[src/design/salc_pkg.sv]
// ----------------------------------------------------------------------------
// salc_pkg: shared definitions of the set-associative LRU cache model
// Widths, reset values, register indexes, commands and state types.
// ----------------------------------------------------------------------------
package salc_pkg;

    localparam int DEF_MAX_SET_BITS = 6;
    localparam int DEF_MAX_WAYS     = 8;

    localparam int ADDR_W = 64;
    localparam int CMD_W  = 2;
    localparam int HIT_W  = 2;

    localparam int SETB_W = 3;
    localparam int WAYS_W = 4;
    localparam int BLKB_W = 5;

    localparam int CFG_IDX_W  = 2;
    localparam int CFG_DATA_W = 5;

    localparam int Q_DEPTH = 2;

    localparam logic [SETB_W-1:0] RST_SET_BITS   = 3'd4;
    localparam logic [WAYS_W-1:0] RST_WAYS       = 4'd1;
    localparam logic [BLKB_W-1:0] RST_BLOCK_BITS = 5'd4;

    typedef enum logic [CFG_IDX_W-1:0] {
        CFG_SET_BITS   = 2'd0,
        CFG_WAYS       = 2'd1,
        CFG_BLOCK_BITS = 2'd2
    } t_cfg_idx;

    typedef enum logic [CMD_W-1:0] {
        CMD_LOAD   = 2'd0,
        CMD_STORE  = 2'd1,
        CMD_MODIFY = 2'd2
    } t_cmd;

    typedef struct packed {
        logic [SETB_W-1:0] set_bits;
        logic [WAYS_W-1:0] ways;
        logic [BLKB_W-1:0] block_bits;
    } t_cfg;

    typedef enum logic [1:0] {
        BK_CLEAR = 2'd0,
        BK_IDLE  = 2'd1,
        BK_EXEC  = 2'd2
    } t_back_state;

endpackage

[src/design/salc_front.sv]
// ----------------------------------------------------------------------------
// salc_front: access intake and address split
// Accepts commands and splits the address into set index and tag.
// ----------------------------------------------------------------------------
module salc_front import salc_pkg::*; #(
    parameter int MAX_SET_BITS = DEF_MAX_SET_BITS,
    parameter int SET_W        = (MAX_SET_BITS > 0) ? MAX_SET_BITS : 1
) (
    input  t_cfg              i_cfg,
    input  logic              i_start,
    input  logic [ADDR_W-1:0] i_address,
    input  logic              i_q_full,
    input  logic              i_clearing,
    output logic              o_busy,
    output logic              o_push,
    output logic [SET_W-1:0]  o_set_index,
    output logic [ADDR_W-1:0] o_tag
);

    localparam int SHIFT_W = $clog2(MAX_SET_BITS + 32);

    logic [SHIFT_W-1:0] s_eff;
    logic [SHIFT_W-1:0] shift;
    logic [ADDR_W-1:0]  off_shifted;
    logic [SET_W-1:0]   set_mask;

    assign o_busy = i_q_full | i_clearing;
    assign o_push = i_start & ~o_busy;

    assign s_eff = (i_cfg.set_bits > MAX_SET_BITS) ? SHIFT_W'(MAX_SET_BITS)
                                                   : SHIFT_W'(i_cfg.set_bits);
    assign shift = s_eff + SHIFT_W'(i_cfg.block_bits);

    always_comb begin
        for (int i = 0; i < SET_W; i++) begin
            set_mask[i] = (SHIFT_W'(i) < s_eff);
        end
    end

    assign off_shifted = i_address >> i_cfg.block_bits;
    assign o_set_index = off_shifted[SET_W-1:0] & set_mask;
    assign o_tag       = i_address >> shift;

endmodule

[config.mk]
export PLATFORM = sky130hd
export DESIGN_NAME = salc_front
export DESIGN_NICKNAME = d
export VERILOG_FILES = /design/src/design/salc_pkg.sv /design/src/design/salc_front.sv
export SDC_FILE = /design/constraint.sdc
export NUM_CORES = 1
export LEC_CHECK = 0
export BUFFER_PORTS_ARGS = -buffer_cell sky130_fd_sc_hd__buf_2
export CAP_MARGIN = 40
export CELL_PAD_IN_SITES_DETAIL_PLACEMENT = 1
export CELL_PAD_IN_SITES_GLOBAL_PLACEMENT = 1
export CORE_MARGIN = 5
export CORE_UTILIZATION = 45
export DETAILED_ROUTE_END_ITERATION = 6
export PLACE_DENSITY_LB_ADDON = 0.25
export SETUP_SLACK_MARGIN = 0.4
export SYNTH_ARGS = -nofsm -noshare
export SYNTH_HDL_FRONTEND = slang
export SYNTH_SLANG_ARGS = --single-unit
[constraint.sdc]
create_clock -name vclk -period 8.98
set_input_delay 2.245 -clock vclk [all_inputs]
set_output_delay 2.245 -clock vclk [all_outputs]
set_load 0.03 [all_outputs]
==> flow_summary.yaml <==
synth:
  synth.avg_cell_area_sq_um: 8.48
  ys_warn_count: 0
  synthTopCellsByArea: "mux2i_1 25%, mux4_2 24%, nand2_1 4.7%"
  postSynthCellCount: 665
  yosysTopAreaCellShare_pct: 24.9
  synth_nets: 748
  synth_compound_area_share_pct: 20.8
  yosys.area.top_type: "mux2i_1"
  netlist_area_sq_um: 5640
  synth_top_family_by_area: "multiplexers"
  synth_xor_area_share_pct: 2.04
  ys_seq_area_share_pct: 0
  synth.area.mux_share_pct: 55.0
  yosysUniqueCellTypes: 66
  synthAdderAreaFrac_pct: 1.02
  synth-simple-area-share_pct: 14.3
critical_path:
  crit_slowest_cell: "fa_2"
  end_kind: "output pin"
  worstSetupPathType: "input port to output pin"
  cp_cell_sequence: "buf_2, a21boi_4, ha_1, inv_1, fa_2, inv_2, mux2i_1, mux2_2, mux2i_1, o22ai_1, a211oi_1, buf_2"
  critPathArrivalTime_ps: 6160
  startpoint_type: "input port"
  cpPeakStageDelay_ps: 900
  cp.required_ps: 6740
  cp_max_fo: 20
global_route:
  grt_max_degree: 43
  grt_pass1_vias: 6547
  grt_antenna_before_repair: 0
  grt.overflow.total: 0
  grt_pass1_wl_um: 38400
  grtUsageTotal_pct: 32.8
die:
  ios: 151
  rows: 40
  chipWidth_um: 122
  dieArea_sq_um: 14900
  initial_core_util_pct: 46.4
  coreArea_sq_um: 12200
  die_y_um: 122
cts:
  hold_buffers: 0
layout:
  areaGrowthSynthToFinish_pct: 16.7
  mostFrequentLayoutCell: "buf_2"
  postLayoutCoreUtil_pct: 54.1
  drive_gt1_share_pct: 37.1
  nFillCells: 1519
  nNetsFinal: 866
  antenna_cells: 0
  design.seq.count: 0
  seqCellArea_sq_um: 0
  final_cell_mix: "147 x buf_2, 140 x mux2i_1, 71 x nand2_1, 60 x mux4_2, 56 x nor2_1"
  nClkBuffers: 0
route:
  wire_per_inst_um: 26.5
  vias: 6435
  viasPerCell: 6.78
  antenna_left: 0
  drtIter0Drc: 720
  drt_drc_violations_left: 0
  routed_wl_um: 25100
  drt_first_pass_iters: 7
sta:
  slew-limit-headroom_pct: 45.8
  worst_pin_slew_ps: 809
  slew_viol_final: 0
  min_period_ps: 8400
  timing.final.hold_violations: 0
  tns_ps: 0
  rsz0062_at_grt: "no"
  fin_crit_sh_pct: 93.6
  fmax_ghz: 0.119
  setup_viol: 0
placement:
  io_buffers: 147
  dp_hpwl_um: 20500
  finalWeightedCongestion: 0.969
power_and_ir_drop:
  p_per_area_nw_per_um2: 169
  power_leakage_nw: 3.01
  p_total_mw: 1.11
  peakVddDrop_mv: 0.0819
job:
  maxCapViolations: 0
hold_path:
  hp-class: "input port to output pin"
status:
  outcome: "completed"
cell families after synthesis:
logic type	count (synthesis)
AO/OA/AOI/OAI	171
XOR/XNOR	8
adder cells (fa/ha/maj)	4
buffers and inverters	75
multiplexers	223
AND/OR/NAND/NOR	184
area by class of cell:
class | instances | area (sq um) | area share [%]
multi-input cells | 590 | 5280 | 80.3
repair buffers | 185 | 1070 | 16.2
well taps | 168 | 210 | 3.19
inverters | 6 | 22.5 | 0.342
timing repair:
action	in CTS	in global routing
gates resized for setup	0	0
setup endpoints to repair	25	0
buffers inserted	5	0
metal layers:
| layer | routed length, um | share of wire, % | track usage (%) | vias to the layer above |
|---|---|---|---|---|
| met5 | 0 | 0 | 0 | - |
| met3 | 2330 | 9.3 | 4.32 | 43 |
| met2 | 11600 | 46 | 55.1 | 386 |
| met1 | 10300 | 41 | 43.8 | 3167 |
| li1 | - | - | - | 2839 |
| met4 | 882 | 3.5 | 10.6 | 0 |
report_power, final:
group	switching [mW]	leakage (nW)	internal [mW]
Clock	0	0	0
Combinational	0.714	3.01	0.395
Sequential	0	0	0
stage by stage:
step	instances	area, sq um	hold WS, ps	worst slack, ps
after floorplan	665	5640	4640	1050
after global routing	949	6580	4850	484
after CTS	949	6580	4830	648
after detailed placement	944	6530	4830	190
after global placement	942	6510	4820	367
final	949	6580	4830	577
cell usage after synthesis (3+ instances only):
master	instances
o21ai_0	29
and2_1	8
nand2b_1	4
nor2b_1	3
a31oi_1	7
a31o_2	4
o21a_1	4
clkbuf_1	32
o211ai_1	10
mux2_2	17
buf_2	20
buf_1	8
a211oi_1	7
mux4_1	6
nor2_1	56
buf_6	4
or2_2	3
a22oi_1	8
xnor2_1	3
nand2_1	71
a32oi_1	4
a21oi_1	44
or3_1	5
mux2i_1	140
o21ai_1	7
a21o_1	6
ha_1	3
o221ai_1	3
mux4_2	60
and3_1	8
nor3_1	7
nand3_1	15
a22o_1	3
o22ai_1	12
inv_1	5
final timing paths:
path	startpoint	end	slack, ps	cells after the start
max	i_cfg[11]	o_tag[3]	580	12
min	i_start	o_push	4830	4
worst max-delay path, delay by kind of cell:
kind / cells / cell delay [ps]
AOI/OAI and AO/OA: 3 / 850
adders and majority gates: 2 / 1290
muxes: 3 / 970
buffers and inverters: 4 / 780
No activity file was read; power rests on OpenSTA's default activity.
