==> src/design/salc_pkg.sv <==
// ----------------------------------------------------------------------------
// salc_pkg: shared definitions of the set-associative LRU cache model
// Widths, reset values, register indexes, commands and state types.
// ----------------------------------------------------------------------------
package salc_pkg;

    localparam int DEF_MAX_SET_BITS = 6;
    localparam int DEF_MAX_WAYS     = 8;

    localparam int ADDR_W = 64;
    localparam int CMD_W  = 2;
    localparam int HIT_W  = 2;

    localparam int SETB_W = 3;
    localparam int WAYS_W = 4;
    localparam int BLKB_W = 5;

    localparam int CFG_IDX_W  = 2;
    localparam int CFG_DATA_W = 5;

    localparam int Q_DEPTH = 2;

    localparam logic [SETB_W-1:0] RST_SET_BITS   = 3'd4;
    localparam logic [WAYS_W-1:0] RST_WAYS       = 4'd1;
    localparam logic [BLKB_W-1:0] RST_BLOCK_BITS = 5'd4;

    typedef enum logic [CFG_IDX_W-1:0] {
        CFG_SET_BITS   = 2'd0,
        CFG_WAYS       = 2'd1,
        CFG_BLOCK_BITS = 2'd2
    } t_cfg_idx;

    typedef enum logic [CMD_W-1:0] {
        CMD_LOAD   = 2'd0,
        CMD_STORE  = 2'd1,
        CMD_MODIFY = 2'd2
    } t_cmd;

    typedef struct packed {
        logic [SETB_W-1:0] set_bits;
        logic [WAYS_W-1:0] ways;
        logic [BLKB_W-1:0] block_bits;
    } t_cfg;

    typedef enum logic [1:0] {
        BK_CLEAR = 2'd0,
        BK_IDLE  = 2'd1,
        BK_EXEC  = 2'd2
    } t_back_state;

endpackage

==> src/design/salc_queue.sv <==
// ----------------------------------------------------------------------------
// salc_queue: short access queue
// Two-entry FIFO between the intake and the lookup engine.
// ----------------------------------------------------------------------------
module salc_queue import salc_pkg::*; #(
    parameter int WIDTH = 1
) (
    input  logic             i_clk,
    input  logic             i_rst_n,
    input  logic             i_push,
    input  logic [WIDTH-1:0] i_data,
    input  logic             i_pop,
    output logic [WIDTH-1:0] o_data,
    output logic             o_empty,
    output logic             o_full
);

    localparam int PTR_W = (Q_DEPTH > 1) ? $clog2(Q_DEPTH) : 1;
    localparam int CNT_W = $clog2(Q_DEPTH + 1);

    logic [WIDTH-1:0] r_slot [Q_DEPTH];
    logic [PTR_W-1:0] r_wptr;
    logic [PTR_W-1:0] r_rptr;
    logic [CNT_W-1:0] r_count;
    logic             do_push;
    logic             do_pop;

    assign o_empty = (r_count == '0);
    assign o_full  = (r_count == CNT_W'(Q_DEPTH));
    assign o_data  = r_slot[r_rptr];
    assign do_push = i_push & ~o_full;
    assign do_pop  = i_pop & ~o_empty;

    always_ff @(posedge i_clk) begin
        if (!i_rst_n) begin
            r_wptr  <= '0;
            r_rptr  <= '0;
            r_count <= '0;
        end else begin
            if (do_push) begin
                r_wptr <= (r_wptr == PTR_W'(Q_DEPTH - 1)) ? '0 : PTR_W'(r_wptr + 1'b1);
            end
            if (do_pop) begin
                r_rptr <= (r_rptr == PTR_W'(Q_DEPTH - 1)) ? '0 : PTR_W'(r_rptr + 1'b1);
            end
            if (do_push && !do_pop) begin
                r_count <= CNT_W'(r_count + 1'b1);
            end else if (do_pop && !do_push) begin
                r_count <= CNT_W'(r_count - 1'b1);
            end
        end
    end

    always_ff @(posedge i_clk) begin
        if (do_push) begin
            r_slot[r_wptr] <= i_data;
        end
    end

endmodule

==> config.mk <==
export PLATFORM = sky130hd
export DESIGN_NAME = salc_queue
export DESIGN_NICKNAME = d
export VERILOG_FILES = /design/src/design/salc_pkg.sv /design/src/design/salc_queue.sv
export SDC_FILE = /design/constraint.sdc
export NUM_CORES = 1
export LEC_CHECK = 0
export BUFFER_PORTS_ARGS = -buffer_cell sky130_fd_sc_hd__buf_2
export CAP_MARGIN = 40
export CELL_PAD_IN_SITES_DETAIL_PLACEMENT = 1
export CELL_PAD_IN_SITES_GLOBAL_PLACEMENT = 2
export CORE_AREA = 2 2 39 41
export DETAILED_ROUTE_END_ITERATION = 10
export DIE_AREA = 0 0 41 43
export MAX_ROUTING_LAYER = met4
export PLACE_DENSITY_LB_ADDON = 0.1
export SYNTH_ARGS = -nofsm -noshare
export SYNTH_HDL_FRONTEND = slang
export SYNTH_SLANG_ARGS = --single-unit
==> constraint.sdc <==
create_clock -name i_clk -period 1.8 [get_ports i_clk]
set_input_delay 0.36 -clock i_clk [delete_from_list [all_inputs] [get_ports i_clk]]
set_output_delay 0.36 -clock i_clk [all_outputs]
set_load 0.05 [all_outputs]
==> results.txt, run 1 <==
Run status: complete, no violations
Largest area contributor in the netlist: dfxtp_1
Final core utilization: 27.94%
Initial antenna violation count: 0
Cts repair resizes: 0
Via count: 223
Final slew viol count: 0
Overall Global Routing Usage: 7.748%
VDD IR-drop max: 0.5728 mV
Vias in the first global route: 222
Final Power: 0.7096 mW
Max Clock Skew: 0.005907 ns
Post-Synthesis Cells: 28
Slew at the pin closest to its max-slew limit: 0.2488 ns
Critical Path RT: 1.98 ns
Critical Path Fanout Max: 5
Routed WL: 511 um
Diodes inserted: 0
Max cap viols: 0
Worst Setup EP: r_count[1]
Area growth, synth to finish: 26.64%
Synth top area share: 32.79%
CTS tree: done
Worst setup path class: reg -> reg
GRT overflow: 0
Detail Route Antenna Nets: 0
Wire per inst: 9.291 um
Final setup fails: 0
Overall die height: 43 um
Vias/cell: 4.055
Prevailing post-synth register cell: dfxtp_1
Final net count: 46
Die area: 1763 um^2
HP Class: in -> reg
Area contributors post-synth: dfxtp_1, edfxtp_1, and2_1
Setup TNS: 0 ns
IO buf count: 7
CP arrival: 1.79 ns
Detail Placement HPWL: 449.8 um
Clock buffers created by TritonCTS: 3
Clk Latency, worst-skew pair: 0.25 ns
Cts hold-fix bufs: 0
I/O Pins: 8
R2R depth: 6
First-pass GRT wire length: 828 um
Total clock sinks: 7
Critical Path End Type: flop
Post-Syn Area: 305.3 um^2
Most used cells in the layout excluding fill and tap cells: buf_2, dfxtp_1, and2_1, clkbuf_4
Die extent in x: 41 um
Clock buffer depth: 2
Core area: 1384 um^2
Pre-CTS setup slack: 0.1546 ns
Initial Utilization: 22.06%
Worst R2R Setup Slack: 0.19 ns
R2R Path Start: r_count[0]
1st-iter DRT viols: 0
Routability cong.: 0.6845
Largest net degree at the start of global routing: 6
RR Endpoint: r_count[1]
Power density cells: 1835 nW/um^2
Max Fclk: 622.2 MHz
Slew HR: 83.53%
Residual DRC count: 0
Final Hold Fails: 0
Hold Worst Slack: 0.3004 ns
Root Buffer Master: clkbuf_4
FFs w/ async S/R, synth: 0%
HP Start: i_data
Sequential share of the synthesized area: 52.46%
Ys Warns: 0
Setup repair after global routing missed its margin: no
Drt pass-1 iters: 1
Period utilization: 89.29%
Critical Path Source: r_count[0]
Distinct cells, synth: 19
Clock-pin transition on the worst setup and hold timing paths: 0.05 ns
# rows: 14
Leak: 0.1677 nW
Crit path time final: 1.607 ns
Net Count, Synth: 34
Startpoint Class: flop
Post-synth EDFFs: 2
Commonest non-fill, non-tap cell in the layout: buf_2
Layout cells sized above 1: 33.33%
PnR worst setup slack: 0.1927 ns
Register bit total from synthesis: 7
Post-synthesis average cell area: 10.90 um^2
CTS HTree Levels: 1
# Post-CTS Setup Buffers: 0
per-layer routing:
| metal | share of wire, % | global-route usage, % | vias up |
|---|---|---|---|
| met5 | 0 | - | - |
| met4 | 0 | 2.000 | 0 |
| met3 | 7.8 | 7.853 | 0 |
| met2 | 50 | 10.63 | 5 |
| met1 | 42 | 7.492 | 100 |
| li1 | - | - | 118 |
power breakdown:
group	internal, mW	total (mW)	switching (mW)
Combinational	0.120	0.325	0.206
Clock	0.0843	0.138	0.0537
Sequential	0.211	0.246	0.0351
logic make-up after synthesis:
kind of cell / synth area share (%)
flops: 52.46
compound gates: 10.66
mux: 3.688
simple gates: 18.04
buf+inv: 2.457
xor+xnor: 8.608
fa+ha+maj: 4.098
per-stage QoR:
stage               cells  instance area [um^2]
floorplan              28                 305.3
global placement       51                 360.3
detailed placement     51                 360.3
CTS                    55                 386.6
global route           55                 386.6
finish                 55                 386.6
layout make-up:
class,count,area [um^2]
Fill cell,165,997.2
Sequential cell,7,160.2
Tap cell,16,20.02
Timing Repair Buffer,7,35.03
Multi-Input combinational cell,19,137.6
Clock buffer,4,26.28
Inverter,2,7.507
worst max-delay path: stages (launching register included):
cell and delay, ns:
dfxtp_1 0.41, nand2b_1 0.19, inv_2 0.06, nor2_1 0.11, ha_1 0.27, or3_1 0.36
a21boi_1 0.14
synth_stat cells, types with 2 or more instances:
master	count
xnor2_1	2
nor2_1	2
and2_1	3
edfxtp_1	2
dfxtp_1	5
worst min-delay path by stage:
| stage | to | slack [ns] | cells past startpoint |
|---|---|---|---|
| floorplan | r_slot[0] | 0.46 | 0 |
| global placement | r_count[1] | 0.51 | 2 |
| detailed placement | r_count[1] | 0.53 | 2 |
| CTS | r_slot[1] | 0.29 | 1 |
| global route | r_slot[1] | 0.30 | 1 |
| finish | r_slot[1] | 0.30 | 1 |
(Power assumes the default switching activity.)
==> inputs of run 2 (changes only) <==
- clock period: 1.8 -> 1.6 ns (I/O delays scaled with it)
==> run 2 against run 1 <==
  * Die area is the same
  * Sequential share of layout area shrank 1.5 points
  * Design area grew 4.5%
  * Worst setup slack lost 0.099 ns
  * Power grew 19%
  * Critical path depth is the same
  * Count of clock-buffer cells in the layout is the same
  * Via count grew 6.7%
  * Critical path type unchanged
  * Largest cell class unchanged
==> results.txt, run 2 (synthesis results as in run 1) <==
Run status: complete, no violations
CTS tree: done
I/O Pins: 8
Slew at the pin closest to its max-slew limit: 0.2477 ns
Max cap viols: 0
Layout cells sized above 1: 42.50%
Critical Path Fanout Max: 3
Residual DRC count: 0
Final Hold Fails: 0
Routed WL: 594 um
Largest net degree at the start of global routing: 6
Clock buffer depth: 2
GRT overflow: 0
Clock-pin transition on the worst setup and hold timing paths: 0.05 ns
Initial Utilization: 22.06%
Area taken by multi-input logic gates: 143.9 um^2
Startpoint Class: flop
Most used cells in the layout excluding fill and tap cells: buf_2, dfxtp_1, and2_1, clkbuf_4
Setup TNS: 0 ns
First-pass GRT wire length: 1.048 mm
Max Fclk: 663.8 MHz
Register Area: 161.4 um^2
Critical Path RT: 1.77 ns
Wire per inst: 10.61 um
Hold path depth: 1
Final slew viol count: 0
Detail Route Antenna Nets: 0
Commonest non-fill, non-tap cell in the layout: buf_2
Total clock sinks: 7
Clk Latency, worst-skew pair: 0.25 ns
Routability cong.: 0.6691
Overall die height: 43 um
Clock buffers created by TritonCTS: 3
Drt pass-1 iters: 2
CTS HTree Levels: 1
# fillers: 172
Worst setup path class: reg -> reg
Final core utilization: 29.20%
CP arrival: 1.68 ns
Diodes inserted: 0
Slew HR: 83.60%
VDD IR-drop max: 0.6114 mV
Vias/cell: 4.250
1st-iter DRT viols: 4
# rows: 14
Root Buffer Master: clkbuf_4
Initial antenna violation count: 0
Die extent in x: 41 um
# Post-CTS Setup Buffers: 0
Crit path time final: 1.507 ns
Leak: 0.1739 nW
Core area: 1384 um^2
Power density cells: 2089 nW/um^2
IO buf count: 7
Overall Global Routing Usage: 10.20%
Detail Placement HPWL: 492.9 um
Area growth, synth to finish: 32.38%
Setup repair after global routing missed its margin: no
Max Clock Skew: 0.004487 ns
Vias in the first global route: 257
Via count: 238
Period utilization: 94.16%
HP Class: in -> reg
Cts hold-fix bufs: 0
Critical Path End Type: flop
Final net count: 47
Cts repair resizes: 0
Die area: 1763 um^2
R2R depth: 6
Final setup fails: 0
Placed Instances: 52
Non-filler cells, final: 56
[run 2: report_power, final]
part	switching (mW)	internal [mW]	total (mW)	leakage [nW]
combinational	0.254	0.156	0.410	0.0985
clock	0.0655	0.0952	0.161	0.0150
sequential	0.0331	0.240	0.273	0.0604
[run 2: layout make-up]
cell class,instances,area share [%]
timing repair buffer,8,10.53
multi-input combinational,19,35.60
inverter,2,2.477
sequential,7,39.94
clock buffer,4,6.502
tap,16,4.954
[run 2: critical path, cell delays in order (launching register included)]
cell      delay [ns]
dfxtp_1         0.30
nand2b_2        0.20
inv_4           0.07
nor2_1          0.04
ha_1            0.31
or3_1           0.37
a21boi_1        0.15
[run 2: final timing paths]
| check | from | endpoint | slack, ns |
|---|---|---|---|
| hold reg to reg | r_count[1] | r_count[1] | 0.53 |
| hold / removal | i_data | r_slot[0] | 0.27 |
| setup / recovery | r_count[0] | r_count[1] | 0.09 |
| setup reg to reg | r_count[0] | r_count[1] | 0.09 |
[run 2: per-stage QoR]
stage / hold WS, ns / setup slack (ns) / area, um^2 / total power [mW]
2_1_floorplan: 0.4189 / 0.003349 / 307.8 / 0.5833
3_3_place_gp: 0.4972 / 0.1133 / 370.4 / 0.6617
3_5_place_dp: 0.5270 / 0.03560 / 370.4 / 0.6801
4_1_cts: 0.2641 / 0.01879 / 396.6 / 0.8472
5_1_grt: 0.2575 / 0.005567 / 404.1 / 0.9149
6_report: 0.2669 / 0.09341 / 404.1 / 0.8442
[run 2: per-layer routing]
metal | share of wire [%] | global-route usage, %
met1 | 35 | 10.00
met2 | 55 | 13.75
met5 | 0 | -
met3 | 7.6 | 7.853
met4 | 2.0 | 6.000
